File: src/time_to_pseudo_float_encoder_defines.svh
// ---------------------------------------------------------------------------
// Time to pseudo-float encoder: assertion macros
// Shared assertion forms.  Each macro expects clk and rst_n in scope.
// ---------------------------------------------------------------------------
`ifndef TIME_TO_PSEUDO_FLOAT_ENCODER_DEFINES_SVH
`define TIME_TO_PSEUDO_FLOAT_ENCODER_DEFINES_SVH

// The consequent must hold in the same cycle as the antecedent.
`define TPF_ASSERT_SAME(lbl, ante, cons) \
    lbl: assert property (@(posedge clk) disable iff (!rst_n) (ante) |-> (cons)) \
        else $error("tpf assertion failed");

// The consequent must hold in the cycle after the antecedent.
`define TPF_ASSERT_NEXT(lbl, ante, cons) \
    lbl: assert property (@(posedge clk) disable iff (!rst_n) (ante) |=> (cons)) \
        else $error("tpf assertion failed");

`endif

File: src/tpf_pkg.sv
// ---------------------------------------------------------------------------
// tpf_pkg
// Widths, constants and handoff types of the time to pseudo-float encoder.
// ---------------------------------------------------------------------------
package tpf_pkg;

    localparam int SEC_W        = 32;
    localparam int USEC_W       = 20;
    localparam int CODE_W       = 16;
    localparam int FRAC_BITS    = 13;
    localparam int EXP_FIELD_W  = CODE_W - FRAC_BITS;
    localparam int MAX_EXP      = (1 << EXP_FIELD_W) - 1;
    localparam int SHIFT_STEP   = 3;
    localparam int ROUND_POS    = 2;

    localparam int TICK_RATE    = 64;
    localparam int USEC_PER_SEC = 1000000;
    localparam int TICK_LEN     = USEC_PER_SEC / TICK_RATE;

    localparam int RATE_W       = $clog2(TICK_RATE + 1);
    localparam int TICKS_W      = SEC_W + RATE_W + 1;
    localparam int EXP_W        = $clog2((TICKS_W - FRAC_BITS) / SHIFT_STEP + 3);

    // Division by the tick length is a multiply by a rounded-up reciprocal.
    // With the shift at input width plus ceil(log2(length)) the quotient is
    // exact for every input value.
    localparam int LEN_LOG      = $clog2(TICK_LEN);
    localparam int RECIP_SHIFT  = USEC_W + LEN_LOG;
    localparam longint unsigned RECIP =
        ((64'd1 << RECIP_SHIFT) + 64'(TICK_LEN) - 64'd1) / 64'(TICK_LEN);
    localparam int RECIP_W      = USEC_W + 2;
    localparam int MULB_W       = (RECIP_W > RATE_W) ? RECIP_W : RATE_W;
    localparam int MUL_W        = (SEC_W + MULB_W > RECIP_SHIFT + USEC_W) ?
                                  (SEC_W + MULB_W) : (RECIP_SHIFT + USEC_W);

    typedef struct packed {
        logic               done;
        logic [TICKS_W-1:0] ticks;
    } tpf_scale_res_t;

    typedef struct packed {
        logic              done;
        logic [CODE_W-1:0] code;
    } tpf_norm_res_t;

endpackage

File: src/tpf_scale.sv
// ---------------------------------------------------------------------------
// tpf_scale
// Converts seconds and microseconds to a tick count through one shared
// multiplier: first the reciprocal multiply, then the seconds scaling.
// ---------------------------------------------------------------------------
module tpf_scale (
    input  logic                         clk,
    input  logic                         rst_n,
    input  logic                         start,
    input  logic [tpf_pkg::SEC_W-1:0]    seconds,
    input  logic [tpf_pkg::USEC_W-1:0]   microseconds,
    output tpf_pkg::tpf_scale_res_t      res
);
    import tpf_pkg::*;

    typedef enum logic [1:0] {
        S_IDLE,
        S_MUL_US,
        S_MUL_SEC,
        S_SUM
    } state_t;

    state_t              state_reg, state_next;
    logic [SEC_W-1:0]    secs_reg, secs_next;
    logic [USEC_W-1:0]   usecs_reg, usecs_next;
    logic [USEC_W-1:0]   quo_reg, quo_next;
    logic [MUL_W-1:0]    prod_reg, prod_next;
    logic [TICKS_W-1:0]  ticks_reg, ticks_next;
    logic                done_reg, done_next;

    logic [SEC_W-1:0]    mul_a;
    logic [MULB_W-1:0]   mul_b;
    logic [MUL_W-1:0]    mul_p;

    always_comb
    begin
        if (state_reg == S_MUL_US)
        begin
            mul_a = SEC_W'(usecs_reg);
            mul_b = MULB_W'(RECIP);
        end
        else
        begin
            mul_a = secs_reg;
            mul_b = MULB_W'(TICK_RATE);
        end
        mul_p = MUL_W'(mul_a) * MUL_W'(mul_b);
    end

    always_comb
    begin
        state_next = state_reg;
        secs_next  = secs_reg;
        usecs_next = usecs_reg;
        quo_next   = quo_reg;
        prod_next  = prod_reg;
        ticks_next = ticks_reg;
        done_next  = 1'b0;
        unique case (state_reg)
            S_IDLE:
            begin
                if (start)
                begin
                    secs_next  = seconds;
                    usecs_next = microseconds;
                    state_next = S_MUL_US;
                end
            end
            S_MUL_US:
            begin
                prod_next  = mul_p;
                state_next = S_MUL_SEC;
            end
            S_MUL_SEC:
            begin
                quo_next   = prod_reg[RECIP_SHIFT +: USEC_W];
                prod_next  = mul_p;
                state_next = S_SUM;
            end
            S_SUM:
            begin
                ticks_next = prod_reg[TICKS_W-1:0] + TICKS_W'(quo_reg);
                done_next  = 1'b1;
                state_next = S_IDLE;
            end
            default:
            begin
                state_next = S_IDLE;
            end
        endcase
    end

    always_ff @(posedge clk or negedge rst_n)
    begin
        if (!rst_n)
        begin
            state_reg <= S_IDLE;
            done_reg  <= 1'b0;
            secs_reg  <= '0;
            usecs_reg <= '0;
            quo_reg   <= '0;
            prod_reg  <= '0;
            ticks_reg <= '0;
        end
        else
        begin
            state_reg <= state_next;
            done_reg  <= done_next;
            secs_reg  <= secs_next;
            usecs_reg <= usecs_next;
            quo_reg   <= quo_next;
            prod_reg  <= prod_next;
            ticks_reg <= ticks_next;
        end
    end

    assign res.done  = done_reg;
    assign res.ticks = ticks_reg;

endmodule

File: src/tpf_norm.sv
// ---------------------------------------------------------------------------
// tpf_norm
// Normalizes a tick count to a 13-bit fraction and base-8 exponent with a
// shift-by-three unit, one shift per cycle, then rounds and saturates.
// ---------------------------------------------------------------------------
`include "time_to_pseudo_float_encoder_defines.svh"

module tpf_norm (
    input  logic                          clk,
    input  logic                          rst_n,
    input  logic                          start,
    input  logic [tpf_pkg::TICKS_W-1:0]   ticks,
    output tpf_pkg::tpf_norm_res_t        res
);
    import tpf_pkg::*;

    typedef enum logic [1:0] {
        N_IDLE,
        N_SHIFT,
        N_ROUND,
        N_FINAL
    } state_t;

    state_t              state_reg, state_next;
    logic [TICKS_W-1:0]  val_reg, val_next;
    logic [EXP_W-1:0]    exp_reg, exp_next;
    logic                rnd_reg, rnd_next;
    logic [CODE_W-1:0]   code_reg, code_next;
    logic                done_reg, done_next;

    logic                above_limit;
    logic [FRAC_BITS:0]  rounded;

    assign above_limit = |val_reg[TICKS_W-1:FRAC_BITS];
    assign rounded     = val_reg[FRAC_BITS:0] + (FRAC_BITS + 1)'(1);

    always_comb
    begin
        state_next = state_reg;
        val_next   = val_reg;
        exp_next   = exp_reg;
        rnd_next   = rnd_reg;
        code_next  = code_reg;
        done_next  = 1'b0;
        unique case (state_reg)
            N_IDLE:
            begin
                if (start)
                begin
                    val_next   = ticks;
                    exp_next   = '0;
                    rnd_next   = 1'b0;
                    state_next = N_SHIFT;
                end
            end
            N_SHIFT:
            begin
                if (above_limit)
                begin
                    // The round bit is the one dropped by the latest shift only.
                    rnd_next = val_reg[ROUND_POS];
                    val_next = val_reg >> SHIFT_STEP;
                    exp_next = exp_reg + EXP_W'(1);
                end
                else
                begin
                    state_next = N_ROUND;
                end
            end
            N_ROUND:
            begin
                if (rnd_reg)
                begin
                    if (rounded[FRAC_BITS])
                    begin
                        val_next = TICKS_W'(rounded >> SHIFT_STEP);
                        exp_next = exp_reg + EXP_W'(1);
                    end
                    else
                    begin
                        val_next = TICKS_W'(rounded);
                    end
                end
                state_next = N_FINAL;
            end
            N_FINAL:
            begin
                if (exp_reg > EXP_W'(MAX_EXP))
                begin
                    code_next = '1;
                end
                else
                begin
                    code_next = {exp_reg[EXP_FIELD_W-1:0], val_reg[FRAC_BITS-1:0]};
                end
                done_next  = 1'b1;
                state_next = N_IDLE;
            end
            default:
            begin
                state_next = N_IDLE;
            end
        endcase
    end

    always_ff @(posedge clk or negedge rst_n)
    begin
        if (!rst_n)
        begin
            state_reg <= N_IDLE;
            done_reg  <= 1'b0;
            val_reg   <= '0;
            exp_reg   <= '0;
            rnd_reg   <= 1'b0;
            code_reg  <= '0;
        end
        else
        begin
            state_reg <= state_next;
            done_reg  <= done_next;
            val_reg   <= val_next;
            exp_reg   <= exp_next;
            rnd_reg   <= rnd_next;
            code_reg  <= code_next;
        end
    end

    assign res.done = done_reg;
    assign res.code = code_reg;

    `TPF_ASSERT_SAME(a_round_normalized, state_reg == N_ROUND, !above_limit)
    `TPF_ASSERT_SAME(a_start_when_idle, start, state_reg == N_IDLE)
    `TPF_ASSERT_SAME(a_done_back_idle, done_reg, state_reg == N_IDLE)

endmodule

File: src/time_to_pseudo_float_encoder.sv
// ---------------------------------------------------------------------------
// time_to_pseudo_float_encoder
// Compresses a seconds/microseconds interval into a 16-bit pseudo-float
// code with a 3-bit base-8 exponent, saturating at all ones.
// ---------------------------------------------------------------------------
//  channel   handshake            payload
//  input     in_valid, in_ready   seconds[31:0], microseconds[19:0]
//  output    out_valid, out_ready code[15:0]
//
// A request passes the scaler, then k (0 to 9) base-8 shifts in the normalizer
// loop, then rounding and the final step, on its way to the result register.
// The scaler's two multiply steps share its multiplier; a sum step follows.
// in_ready is high only while no request is in flight; a finished result
// waits in the output register, so a new request is taken while it stalls.
// A result that finds the output register still full waits in the sequencer.
// Reset clears all control state; no clearing pass is needed.
// ---------------------------------------------------------------------------
`include "time_to_pseudo_float_encoder_defines.svh"

module time_to_pseudo_float_encoder (
    input  logic                         clk,
    input  logic                         rst_n,
    input  logic                         in_valid,
    output logic                         in_ready,
    input  logic [tpf_pkg::SEC_W-1:0]    seconds,
    input  logic [tpf_pkg::USEC_W-1:0]   microseconds,
    output logic                         out_valid,
    input  logic                         out_ready,
    output logic [tpf_pkg::CODE_W-1:0]   code
);
    import tpf_pkg::*;

    typedef enum logic [1:0] {
        T_IDLE,
        T_SCALE,
        T_NORM,
        T_HOLD
    } state_t;

    state_t             state_reg, state_next;
    logic               out_valid_reg, out_valid_next;
    logic [CODE_W-1:0]  code_reg, code_next;

    logic               in_fire;
    logic               slot_free;
    tpf_scale_res_t     scale_res;
    tpf_norm_res_t      norm_res;

    assign in_ready  = (state_reg == T_IDLE);
    assign in_fire   = in_valid && in_ready;
    assign slot_free = !out_valid_reg || out_ready;

    tpf_scale u_scale (
        .clk          (clk),
        .rst_n        (rst_n),
        .start        (in_fire),
        .seconds      (seconds),
        .microseconds (microseconds),
        .res          (scale_res)
    );

    tpf_norm u_norm (
        .clk   (clk),
        .rst_n (rst_n),
        .start (scale_res.done),
        .ticks (scale_res.ticks),
        .res   (norm_res)
    );

    always_comb
    begin
        state_next     = state_reg;
        code_next      = code_reg;
        out_valid_next = out_valid_reg && !out_ready;
        unique case (state_reg) inside
            T_IDLE:
            begin
                if (in_fire)
                begin
                    state_next = T_SCALE;
                end
            end
            T_SCALE:
            begin
                if (scale_res.done)
                begin
                    state_next = T_NORM;
                end
            end
            T_NORM, T_HOLD:
            begin
                // The normalizer keeps its code until the next start.
                if ((norm_res.done || state_reg == T_HOLD) && slot_free)
                begin
                    code_next      = norm_res.code;
                    out_valid_next = 1'b1;
                    state_next     = T_IDLE;
                end
                else if (norm_res.done)
                begin
                    state_next = T_HOLD;
                end
            end
            default:
            begin
                state_next = T_IDLE;
            end
        endcase
    end

    always_ff @(posedge clk or negedge rst_n)
    begin
        if (!rst_n)
        begin
            state_reg     <= T_IDLE;
            out_valid_reg <= 1'b0;
            code_reg      <= '0;
        end
        else
        begin
            state_reg     <= state_next;
            out_valid_reg <= out_valid_next;
            code_reg      <= code_next;
        end
    end

    assign out_valid = out_valid_reg;
    assign code      = code_reg;

    `TPF_ASSERT_NEXT(a_busy_after_accept, in_fire, !in_ready)
    `TPF_ASSERT_SAME(a_scale_done_state, scale_res.done, state_reg == T_SCALE)
    `TPF_ASSERT_SAME(a_norm_done_state, norm_res.done, state_reg == T_NORM)

endmodule

File: config.mk
export PLATFORM = sky130hd
export DESIGN_NAME = time_to_pseudo_float_encoder
export DESIGN_NICKNAME = d
export VERILOG_FILES = /design/src/tpf_pkg.sv /design/src/tpf_scale.sv /design/src/tpf_norm.sv /design/src/time_to_pseudo_float_encoder.sv
export VERILOG_INCLUDE_DIRS = /design/src /design/src/src
export SDC_FILE = /design/constraint.sdc
export NUM_CORES = 1
export LEC_CHECK = 0
export BUFFER_PORTS_ARGS = -buffer_cell sky130_fd_sc_hd__buf_4
export CAP_MARGIN = 25
export CORE_MARGIN = 3
export CORE_UTILIZATION = 65
export DETAILED_ROUTE_END_ITERATION = 6
export PLACE_DENSITY = 0.83
export SLEW_MARGIN = 20
export SYNTH_ARGS = -nofsm -noshare
export SYNTH_HDL_FRONTEND = slang
export SYNTH_SLANG_ARGS = --single-unit
File: constraint.sdc
create_clock -name clk -period 7.7 [get_ports clk]
set_input_delay 0.385 -clock clk [delete_from_list [all_inputs] [get_ports clk]]
set_output_delay 0.385 -clock clk [all_outputs]
set_load 0.01 [all_outputs]
* Word level (Yosys, flattened, before mapping) *
Cells that the tools add are included.

storage, ports and cells
  bits in registers = 252
  bits of input ports = 56
  output and inout bits = 18
  logic and storage cells = 90

operators by class
  add/sub/neg operators = 3
  multiply operators = 1
  $lt $le $gt $ge = 1
  eq/ne operators = 18
  mux-type cells = 29
  reductions and logical operators = 22

operators by type and width
  operator                                               count
  two-way mux 40 bit                                     3
  one-hot mux 40 bit (3 select lines)                    1
  multiplier 32 x 21 -> 53 bit                           1
  adder 40 x 20 -> 40 bit                                1
  two-way mux 32 bit                                     1
  OR reduction 27 bit                                    1
  two-way mux 21 bit                                     1
  two-way mux 16 bit                                     1
  two-way mux 4 bit                                      4
  one-hot mux 2 bit (4 select lines)                     2
  adder 14 x 1 -> 14 bit, second input constant          1
  two-way mux 13 bit                                     1
  equality test 2 bit, second input constant             6
  two-way mux 2 bit                                      6
  one-hot mux 4 bit (3 select lines)                     1
  inequality test 2 x 1 -> 1 bit, second input constant  5
  equality test 2 x 1 -> 1 bit, second input constant    3
  zero test 2 bit                                        3
  two-way mux 1 bit                                      6
  inequality test 2 bit, second input constant           3
  one-hot mux 2 bit (3 select lines)                     1
  AND reduction 2 bit                                    3
  AND reduction 3 bit                                    2
  AND reduction 5 bit                                    1
  other kinds (11)                                       16

* Depth between registers and ports, before layout *
Gate-level depths: netlist (run 1).

  depth after elaboration = 5
  gate-level depth with buffers = 31
  gate-level depth less buffers = 28

* Hierarchy *
Synthesis (run 1) repeated with hierarchy kept, for this count alone.

second synthesis, totals
  cells, all modules = 2504
  area total of the unflattened synthesis = 23854.1 um^2

by module, submodules not included
  module                        times used  cells an instance  area an instance (um^2)  sequential area each (um^2)
  tpf_scale                     1           2029               19511.2                  4154.0
  tpf_norm                      1           426                3537.1                   1601.5
  time_to_pseudo_float_encoder  1           49                 805.8                    475.5

* Worst setup path before layout (run 1) *
Ideal clock, no wire load.

  path kind = reg2reg
  start = reg u_scale.state_reg[1]
  end = reg u_scale.prod_reg[45]
  library setup time = 0.125 ns
  arrival = 6.829 ns
  required time = 7.575 ns
  path slack = 0.746 ns
  stages on the path, launching flop included = 32
  path buffers = 4
  clock period less this slack = 6.954 ns
  cells stage by stage = dfrtp_1 -> inv_1 -> ha_1 -> clkbuf_1 -> clkbuf_1 -> clkbuf_1 -> nand2_1 -> inv_1 -> xnor2_1 -> ha_1 -> nand2b_1 -> fa_1 -> ha_1 -> inv_1 -> fa_1 -> inv_1 -> fa_1 -> inv_1 -> fa_1 -> inv_1 -> ha_1 -> ha_1 -> buf_2 -> nand4_1 -> nor4_1 -> a21boi_0 -> o211ai_2 -> a41oi_4 -> o2111ai_2 -> nand2_1 -> xnor2_1 -> mux2_2

between the ends
  word-level cells in the longest chain between the ends = 3
  elaborated cells between the ends (all ways) = 6
  classes of those cells = mul (1); eq/ne (2); mux (2); reduce/logical (1)

RTL lines
  what                                                             line                              text
  from (decl)                                                      tpf_scale.sv:23                   state_t state_reg, state_next;
  from (signal assigned)                                           tpf_scale.sv:107                  state_reg <= state_next;
  equality test 2 x 1 -> 1 bit                                     tpf_scale.sv:37, tpf_scale.sv:59
  two-way mux 32 bit / two-way mux 21 bit (equally long branches)  tpf_scale.sv:37                   if (state_reg == S_MUL_US)
  multiplier 32 x 21 -> 53 bit                                     tpf_scale.sv:47                   mul_p = MUL_W'(mul_a) * MUL_W'(mul_b);
  to (signal assigned)                                             tpf_scale.sv:112                  prod_reg <= prod_next;
  to (decl)                                                        tpf_scale.sv:27                   logic [MUL_W-1:0] prod_reg, prod_next;

Parallel ways exist; a longest one is shown, timed or not.
A chain may end at the register's enable or synchronous reset.

* Worst setup path after layout (run 1) *
  start = reg u_scale.state_reg[1]
  end = reg u_scale.prod_reg[42]

The elaborated chain is that of the path after synthesis.

==> results of run 1 <==
## synthesized netlist by cell type, drive strengths merged (3+ instances only)
library cell / count
xnor2: 95
nor3: 13
mux2: 146
dfrtp: 247
and4: 4
and2: 26
nand2: 181
nand2b: 27
a2111oi: 9
a211o: 4
ha: 294
nor2: 106
a222oi: 11
nor4: 8
a21boi: 3
nor3b: 7
a21oi: 115
o21bai: 11
xor2: 46
or2: 5
a22oi: 25
a21o: 64
nand3: 21
a41oi: 3
a211oi: 9
clkbuf: 111
mux2i: 4
o211ai: 6
nor2b: 23
and3: 30
inv: 317
o21ai: 93
o21a: 8
buf: 14
fa: 182
a221oi: 3
a31oi: 8
nand4: 18
## worst register-to-register path, stage by stage (launching register included)
cell	delay (ps)
dfrtp_1	400
inv_1	150
ha_2	240
buf_4	310
and2_1	360
a21o_1	180
nand2_1	160
xnor2_1	190
ha_1	200
nand2b_1	150
fa_1	370
ha_1	200
fa_1	480
inv_1	60
fa_1	480
inv_1	60
fa_1	490
ha_1	320
ha_1	400
and4_1	260
and2_1	190
a211o_1	360
nand3_1	130
a21boi_1	110
a21oi_1	450
o21ai_1	130
xor2_1	150
mux2_2	270
## layout by cell type, fill, tap and decap left out, types with 7 or more instances in the layout
cell	count
fa_1	182
nor4_1	8
clkbuf_16	27
a21oi_1	112
o21ai_0	87
nor2_1	106
buf_4	89
inv_1	317
o21bai_1	10
nand3_1	20
a222oi_1	11
nor3_1	12
clkbuf_1	8
a211oi_1	9
xnor2_1	95
dfrtp_1	247
and3_1	29
xor2_1	46
a22oi_1	25
mux2_2	144
a31oi_1	8
nor3b_1	7
o21a_1	8
nand4_1	18
conb_1	47
ha_1	289
nand2b_1	27
and2_1	20
nand2_1	181
nor2b_1	23
a21o_1	64
## report_power, final
| group | total, W | internal [W] | switching [W] |
|---|---|---|---|
| Sequential | 0.00130 | 0.00130 | 0.0000000000000000000105 |
| Clock | 0.00141 | 0.000877 | 0.000538 |
| Combinational | 0.000484 | 0.000192 | 0.000292 |
| Total | 0.00320 | 0.00237 | 0.000829 |
## what timing repair did
action                                  in CTS  in global routing
endpoints found under the setup margin       0                  3
hold endpoints to repair                   113                  0
hold buffers                                 1                  0
resized for setup                            0                  2
buffers inserted                             0                  0
## area by class of cell
cell class              instances  area (um^2)  share of cell area (%)
clock buffers                  41          788                    3.17
repair buffers                 91          693                    2.79
clock inverters                 9          191                   0.769
multi-input cells            1677        15300                    61.4
well taps                     455          569                    2.29
flip-flops and latches        247         6180                    24.8
inverters                     317         1190                    4.78
## worst max path at each step
stage	slack, ps	from	depth (start not counted)	end
final	330	u_scale.state_reg[1]$_DFFE_PN0P_	27	u_scale.prod_reg[42]$_DFFE_PN0P_
after floorplan	750	u_scale.state_reg[1]$_DFFE_PN0P_	31	u_scale.prod_reg[45]$_DFFE_PN0P_
after detailed placement	450	u_scale.state_reg[1]$_DFFE_PN0P_	27	u_scale.prod_reg[46]$_DFFE_PN0P_
after global placement	640	u_scale.state_reg[1]$_DFFE_PN0P_	27	u_scale.prod_reg[46]$_DFFE_PN0P_
after CTS	430	u_scale.state_reg[1]$_DFFE_PN0P_	27	u_scale.prod_reg[46]$_DFFE_PN0P_
after global routing	70	u_scale.state_reg[1]$_DFFE_PN0P_	27	u_scale.prod_reg[48]$_DFFE_PN0P_
## through the flow
step | power [W] | instance area [um^2] | hold slack (ps) | util (%) | instances
6_report | 0.00320 | 24900 | 41.5 | 71.8 | 2837
5_1_grt | 0.00334 | 24900 | 33.2 | 71.8 | 2837
4_1_cts | 0.00321 | 24900 | 19.6 | 71.8 | 2837
3_5_place_dp | 0.00179 | 23900 | 478 | 68.9 | 2786
3_3_place_gp | 0.00178 | 23900 | 475 | 68.9 | 2786
2_1_floorplan | 0.00166 | 23100 | 89.4 | - | 2366
## metal layers
metal	up-vias	share of wire, %	GRT usage, %	routed length, um
met5	-	0	0	0
met4	0	3.0	7.31	1560
met3	93	4.2	3.32	2150
met2	401	49	47.7	25000
met1	7981	44	36.8	22500
li1	7780	-	-	-
## cells by family (layout without fill, tap and decap cells)
kind of cell	Yosys count	count (layout)	synth area share (%)
fa+ha+maj	476	476	31.9
xor+xnor	141	141	5.39
simple gates	474	474	9.74
other cells	2	47	0.0328
mux	150	150	7.38
buf+inv	442	458	7.34
flops	247	247	27.0
compound gates	389	389	11.2
==> metrics, run 1 <==
Slew headroom=38.8%; Max IR drop VDD=~0.19 mV; Synth area leaders=dfrtp_1 (27%), ha_1 (16%), fa_1 (16%), mux2_2 (7.1%), inv_1 (5.2%); Clock Pin Slew Worst Setup and Hold Paths=60 ps; post-DR wirelength/cell=18.0 um; Cell Pwr Density=128 mW/mm^2; GPL Wtd Cong=0.947; arrival time of the worst setup path=a little under 8000 ps; Clock Latency Late Sink=570 ps; Post-DRT Antenna Nets=0; row count=68; endpoints failing hold=0; # H-tree levels=1; Core Area=approximately 0.035 mm^2; critical setup path kind=flop to flop; Post-synth ARST share=100%; share of post-route cells with drive strength above 1=13.2%; fin. max-slew vios=0; TritonCTS clock tree=done; slowest CP cell=fa_1; fillers=2520; Vias=16300; largest net degree at the start of global routing=116; Avg Synthesized Cell Area=9.88 um^2; Mapped Area=0.0229 mm^2; Die Ht=194 um; total grt overflow=0; Worst Hold Endpoint=u_scale.secs_reg[5]$_DFFE_PN0P_; Max clock buf depth=3; Synth top area share=27.0%; Yosys cell types=72; Detailed Place HPWL=40900 um; wirelength, routed=51200 um; Hold Crit Depth=2; Ys Warns=0; GRT Total Usage=27.4%; RSZ-0062 raised after global routing=false; crit share post-route=95.7%; failing checks=design-rule violations; Seq cells post-synth=approximately 250; die area=0.0376 mm^2; post-route setup slack=333 ps; Hold Crit Class=input port to flop; Worst EP required=8150 ps; IO buf count=73; TritonRoute pass-1 iters=7; Worst-Margin Slew=917 ps; final net count=2893; max FFs per register=50; post-synthesis sequential area ratio=27.0%; routed vias/inst=around 5.7; crit end category=flop; reg2reg start=u_scale.state_reg[1]$_DFFE_PN0P_; R2R depth=27; final setup violation count=0; status=complete, but fails checks; CP bufs+invs=4; Remaining DRCs=2; vias in the first global route=16900; Max Fclk=between 0.1 and 0.15 GHz; initial core utilization=66.2%; Die Wd=~190 um; Setup TNS=0 ps; P_leak=14.1 nW; reg-to-reg endpoint=u_scale.prod_reg[42]$_DFFE_PN0P_; hold path startpoint=seconds[5]; crit path time final=7370 ps; cells after synthesis=2321; Max Cap Viol=0; Max stage delay on crit path=480 ps; Setup crit start kind=flop; CTS sink count=247; Inserted Clock Buffers=27; n_diodes=0; global-route wire length before repair=85200 um; initial antenna violation count=0; Post-synth EDFFs=0; flop2flop setup slack=330 ps; pre-CTS setup slack=451 ps; IO Pins=between 70 and 80; CTS root buf=clkbuf_16; ys flop type=dfrtp_1; area leader, netlist=dfrtp_1; area growth from synthesis to layout=8.54%; Worst Path Max Fanout=33; Initial DRC Count=977; Worst Clk Skew=15.8 ps; CP delay by family, top=adder cells
No activity file was read; power rests on OpenSTA's default activity.
==> run 2: changes to the inputs <==
CORE_UTILIZATION = 55   (was 65)
PLACE_DENSITY = 0.72   (was 0.83)
==> run 2 against run 1 <==
  * The run now ends clean
  * Clock skew shrank 6.2 ps
  * Die area grew 18%
  * Global-route usage shrank 3.8 points
  * Critical path type unchanged
  * Largest cell class unchanged
  * Highest routed layer unchanged
==> metrics, run 2 (synthesized netlist as in run 1, its figures left out) <==
status=finished, final reports clean; wirelength, routed=between 50000 and 60000 um; endpoints failing hold=0; pre-CTS setup slack=435 ps; TritonCTS clock tree=done; row count=74; Initial DRC Count=1082; TritonRoute pass-1 iters=6; initial antenna violation count=0; P_leak=14.1 nW; most frequent cells in the layout=inv_1 (317), ha_1 (290), dfrtp_1 (247); arrival time of the worst setup path=slightly below 8000 ps; fillers=3486; Remaining DRCs=0; CP delay by family, top=adder cells; Power Internal=0.00228 W; Worst-Margin Slew=just over 1000 ps; final setup violation count=0; sequential share of power=between 40% and 50%; flop2flop setup slack=430 ps; critical setup path kind=flop to flop; # H-tree levels=1; vias in the first global route=16600; max FFs per register=50; final net count=2896; slowest CP cell=fa_1; CTS root buf=clkbuf_16; area growth from synthesis to layout=8.89%; postcts setup bufs=0; GPL Wtd Cong=0.933; crit share post-route=94.4%; Cell Pwr Density=125 mW/mm^2; routed vias/inst=approximately 5.5; GRT Total Usage=a little under a quarter; NetSw=0.000842 W; die area=0.0442 mm^2; Worst EP required=8160 ps; Worst Clk Skew=9.58 ps; Max Fclk=around 0.14 GHz; Die Ht=around 210 um; crit end category=flop; post-route setup slack=433 ps; Detailed Place HPWL=41400 um; share of post-route cells with drive strength above 1=a little over an eighth; Core Area=0.0410 mm^2; Switching Share=26.9%; Max stage delay on crit path=~500 ps; Max IR drop VDD=0.152 mV; Worst Path Max Fanout=32; Die Wd=210 um; Post-DRT Antenna Nets=0; Slew headroom=31.0%; n_diodes=0; Max clock buf depth=3; total area of sequential cells=slightly above 0.006 mm^2; IO buf count=73; total grt overflow=0; Setup crit start kind=flop; global-route wire length before repair=85800 um; crit path time final=7270 ps; multi-input logic area=0.0153 mm^2; Logic pwr share=15.6%; commonest non-fill, non-tap cell in the layout=inv_1; RSZ-0062 raised after global routing=false; Inserted Clock Buffers=28; CP bufs+invs=4; CTS sink count=~250; Hold Crit Class=input port to flop; Setup TNS=0 ps; largest net degree at the start of global routing=138; IO Pins=74; fin. max-slew vios=0; Clock Latency Late Sink=570 ps; initial core utilization=between 50% and 60%; post-DR wirelength/cell=between 15 and 20 um; Vias=16000; Clk pwr share=42.9%; Clock Pin Slew Worst Setup and Hold Paths=~60 ps; Max Cap Viol=0
## run 2: cell types whose count changed in the layout (fill, tap and decap cells not counted), sizes merged
cell,delta
clkbuf,-2
clkinv,+5
inv,-2
clkinvlp,+2
buf,+2
bufinv,-3
## run 2: worst paths after layout
check | startpoint | end | depth (start not counted)
worst max register to register | u_scale.state_reg[1]$_DFFE_PN0P_ | u_scale.prod_reg[48]$_DFFE_PN0P_ | 27
worst min-delay path | seconds[2] | u_scale.secs_reg[2]$_DFFE_PN0P_ | 2
min in group asynchronous | rst_n | code[6]$_DFFE_PN0P_ | 2
max in group asynchronous | rst_n | u_scale.secs_reg[26]$_DFFE_PN0P_ | 3
worst min register to register | u_scale.secs_reg[21]$_DFFE_PN0P_ | u_scale.secs_reg[21]$_DFFE_PN0P_ | 1
worst max-delay path | u_scale.state_reg[1]$_DFFE_PN0P_ | u_scale.prod_reg[48]$_DFFE_PN0P_ | 27
## run 2: repair_timing
item,4_1_cts,5_1_grt
resized for setup,0,3
hold buffers,1,0
hold endpoints to repair,94,0
endpoints found under the setup margin,0,5
## run 2: through the flow
| step | instances | utilization [%] | power (W) | hold slack, ps | instance area (um^2) |
|---|---|---|---|---|---|
| after CTS | 2916 | 60.8 | 0.00315 | 12.0 | 24900 |
| after floorplan | 2366 | - | 0.00166 | 89.4 | 23100 |
| after global placement | 2863 | 58.4 | 0.00179 | 481 | 24000 |
| after detailed placement | 2865 | 58.5 | 0.00180 | 488 | 24000 |
| after global routing | 2916 | 60.9 | 0.00328 | 29.0 | 25000 |
| final | 2916 | 60.9 | 0.00313 | 41.8 | 25000 |
## run 2: per-layer routing
metal  share of wire, %  GRT usage [%]
met1                 46           33.0
met2                 49           40.6
met3                3.0           2.08
met4                2.5           5.37
met5                  0              0
## run 2: final cells by class
type	count	share of cell area (%)
Clock buffer	39	3.21
Clock inverter	11	0.541
Inverter	317	4.77
Multi-Input combinational cell	1677	61.1
Sequential cell	247	24.8
Tap cell	532	2.67
Timing Repair Buffer	93	2.92
## run 2: power by group through the flow
| stage | Sequential [W] | Clock [W] | Combinational, W |
|---|---|---|---|
| 2_1_floorplan | 0.00132 | 0 | 0.000336 |
| 3_3_place_gp | 0.00132 | 0 | 0.000469 |
| 3_5_place_dp | 0.00132 | 0 | 0.000477 |
| 4_1_cts | 0.00130 | 0.00137 | 0.000481 |
| 5_1_grt | 0.00130 | 0.00142 | 0.000553 |
| 6_report | 0.00130 | 0.00134 | 0.000488 |
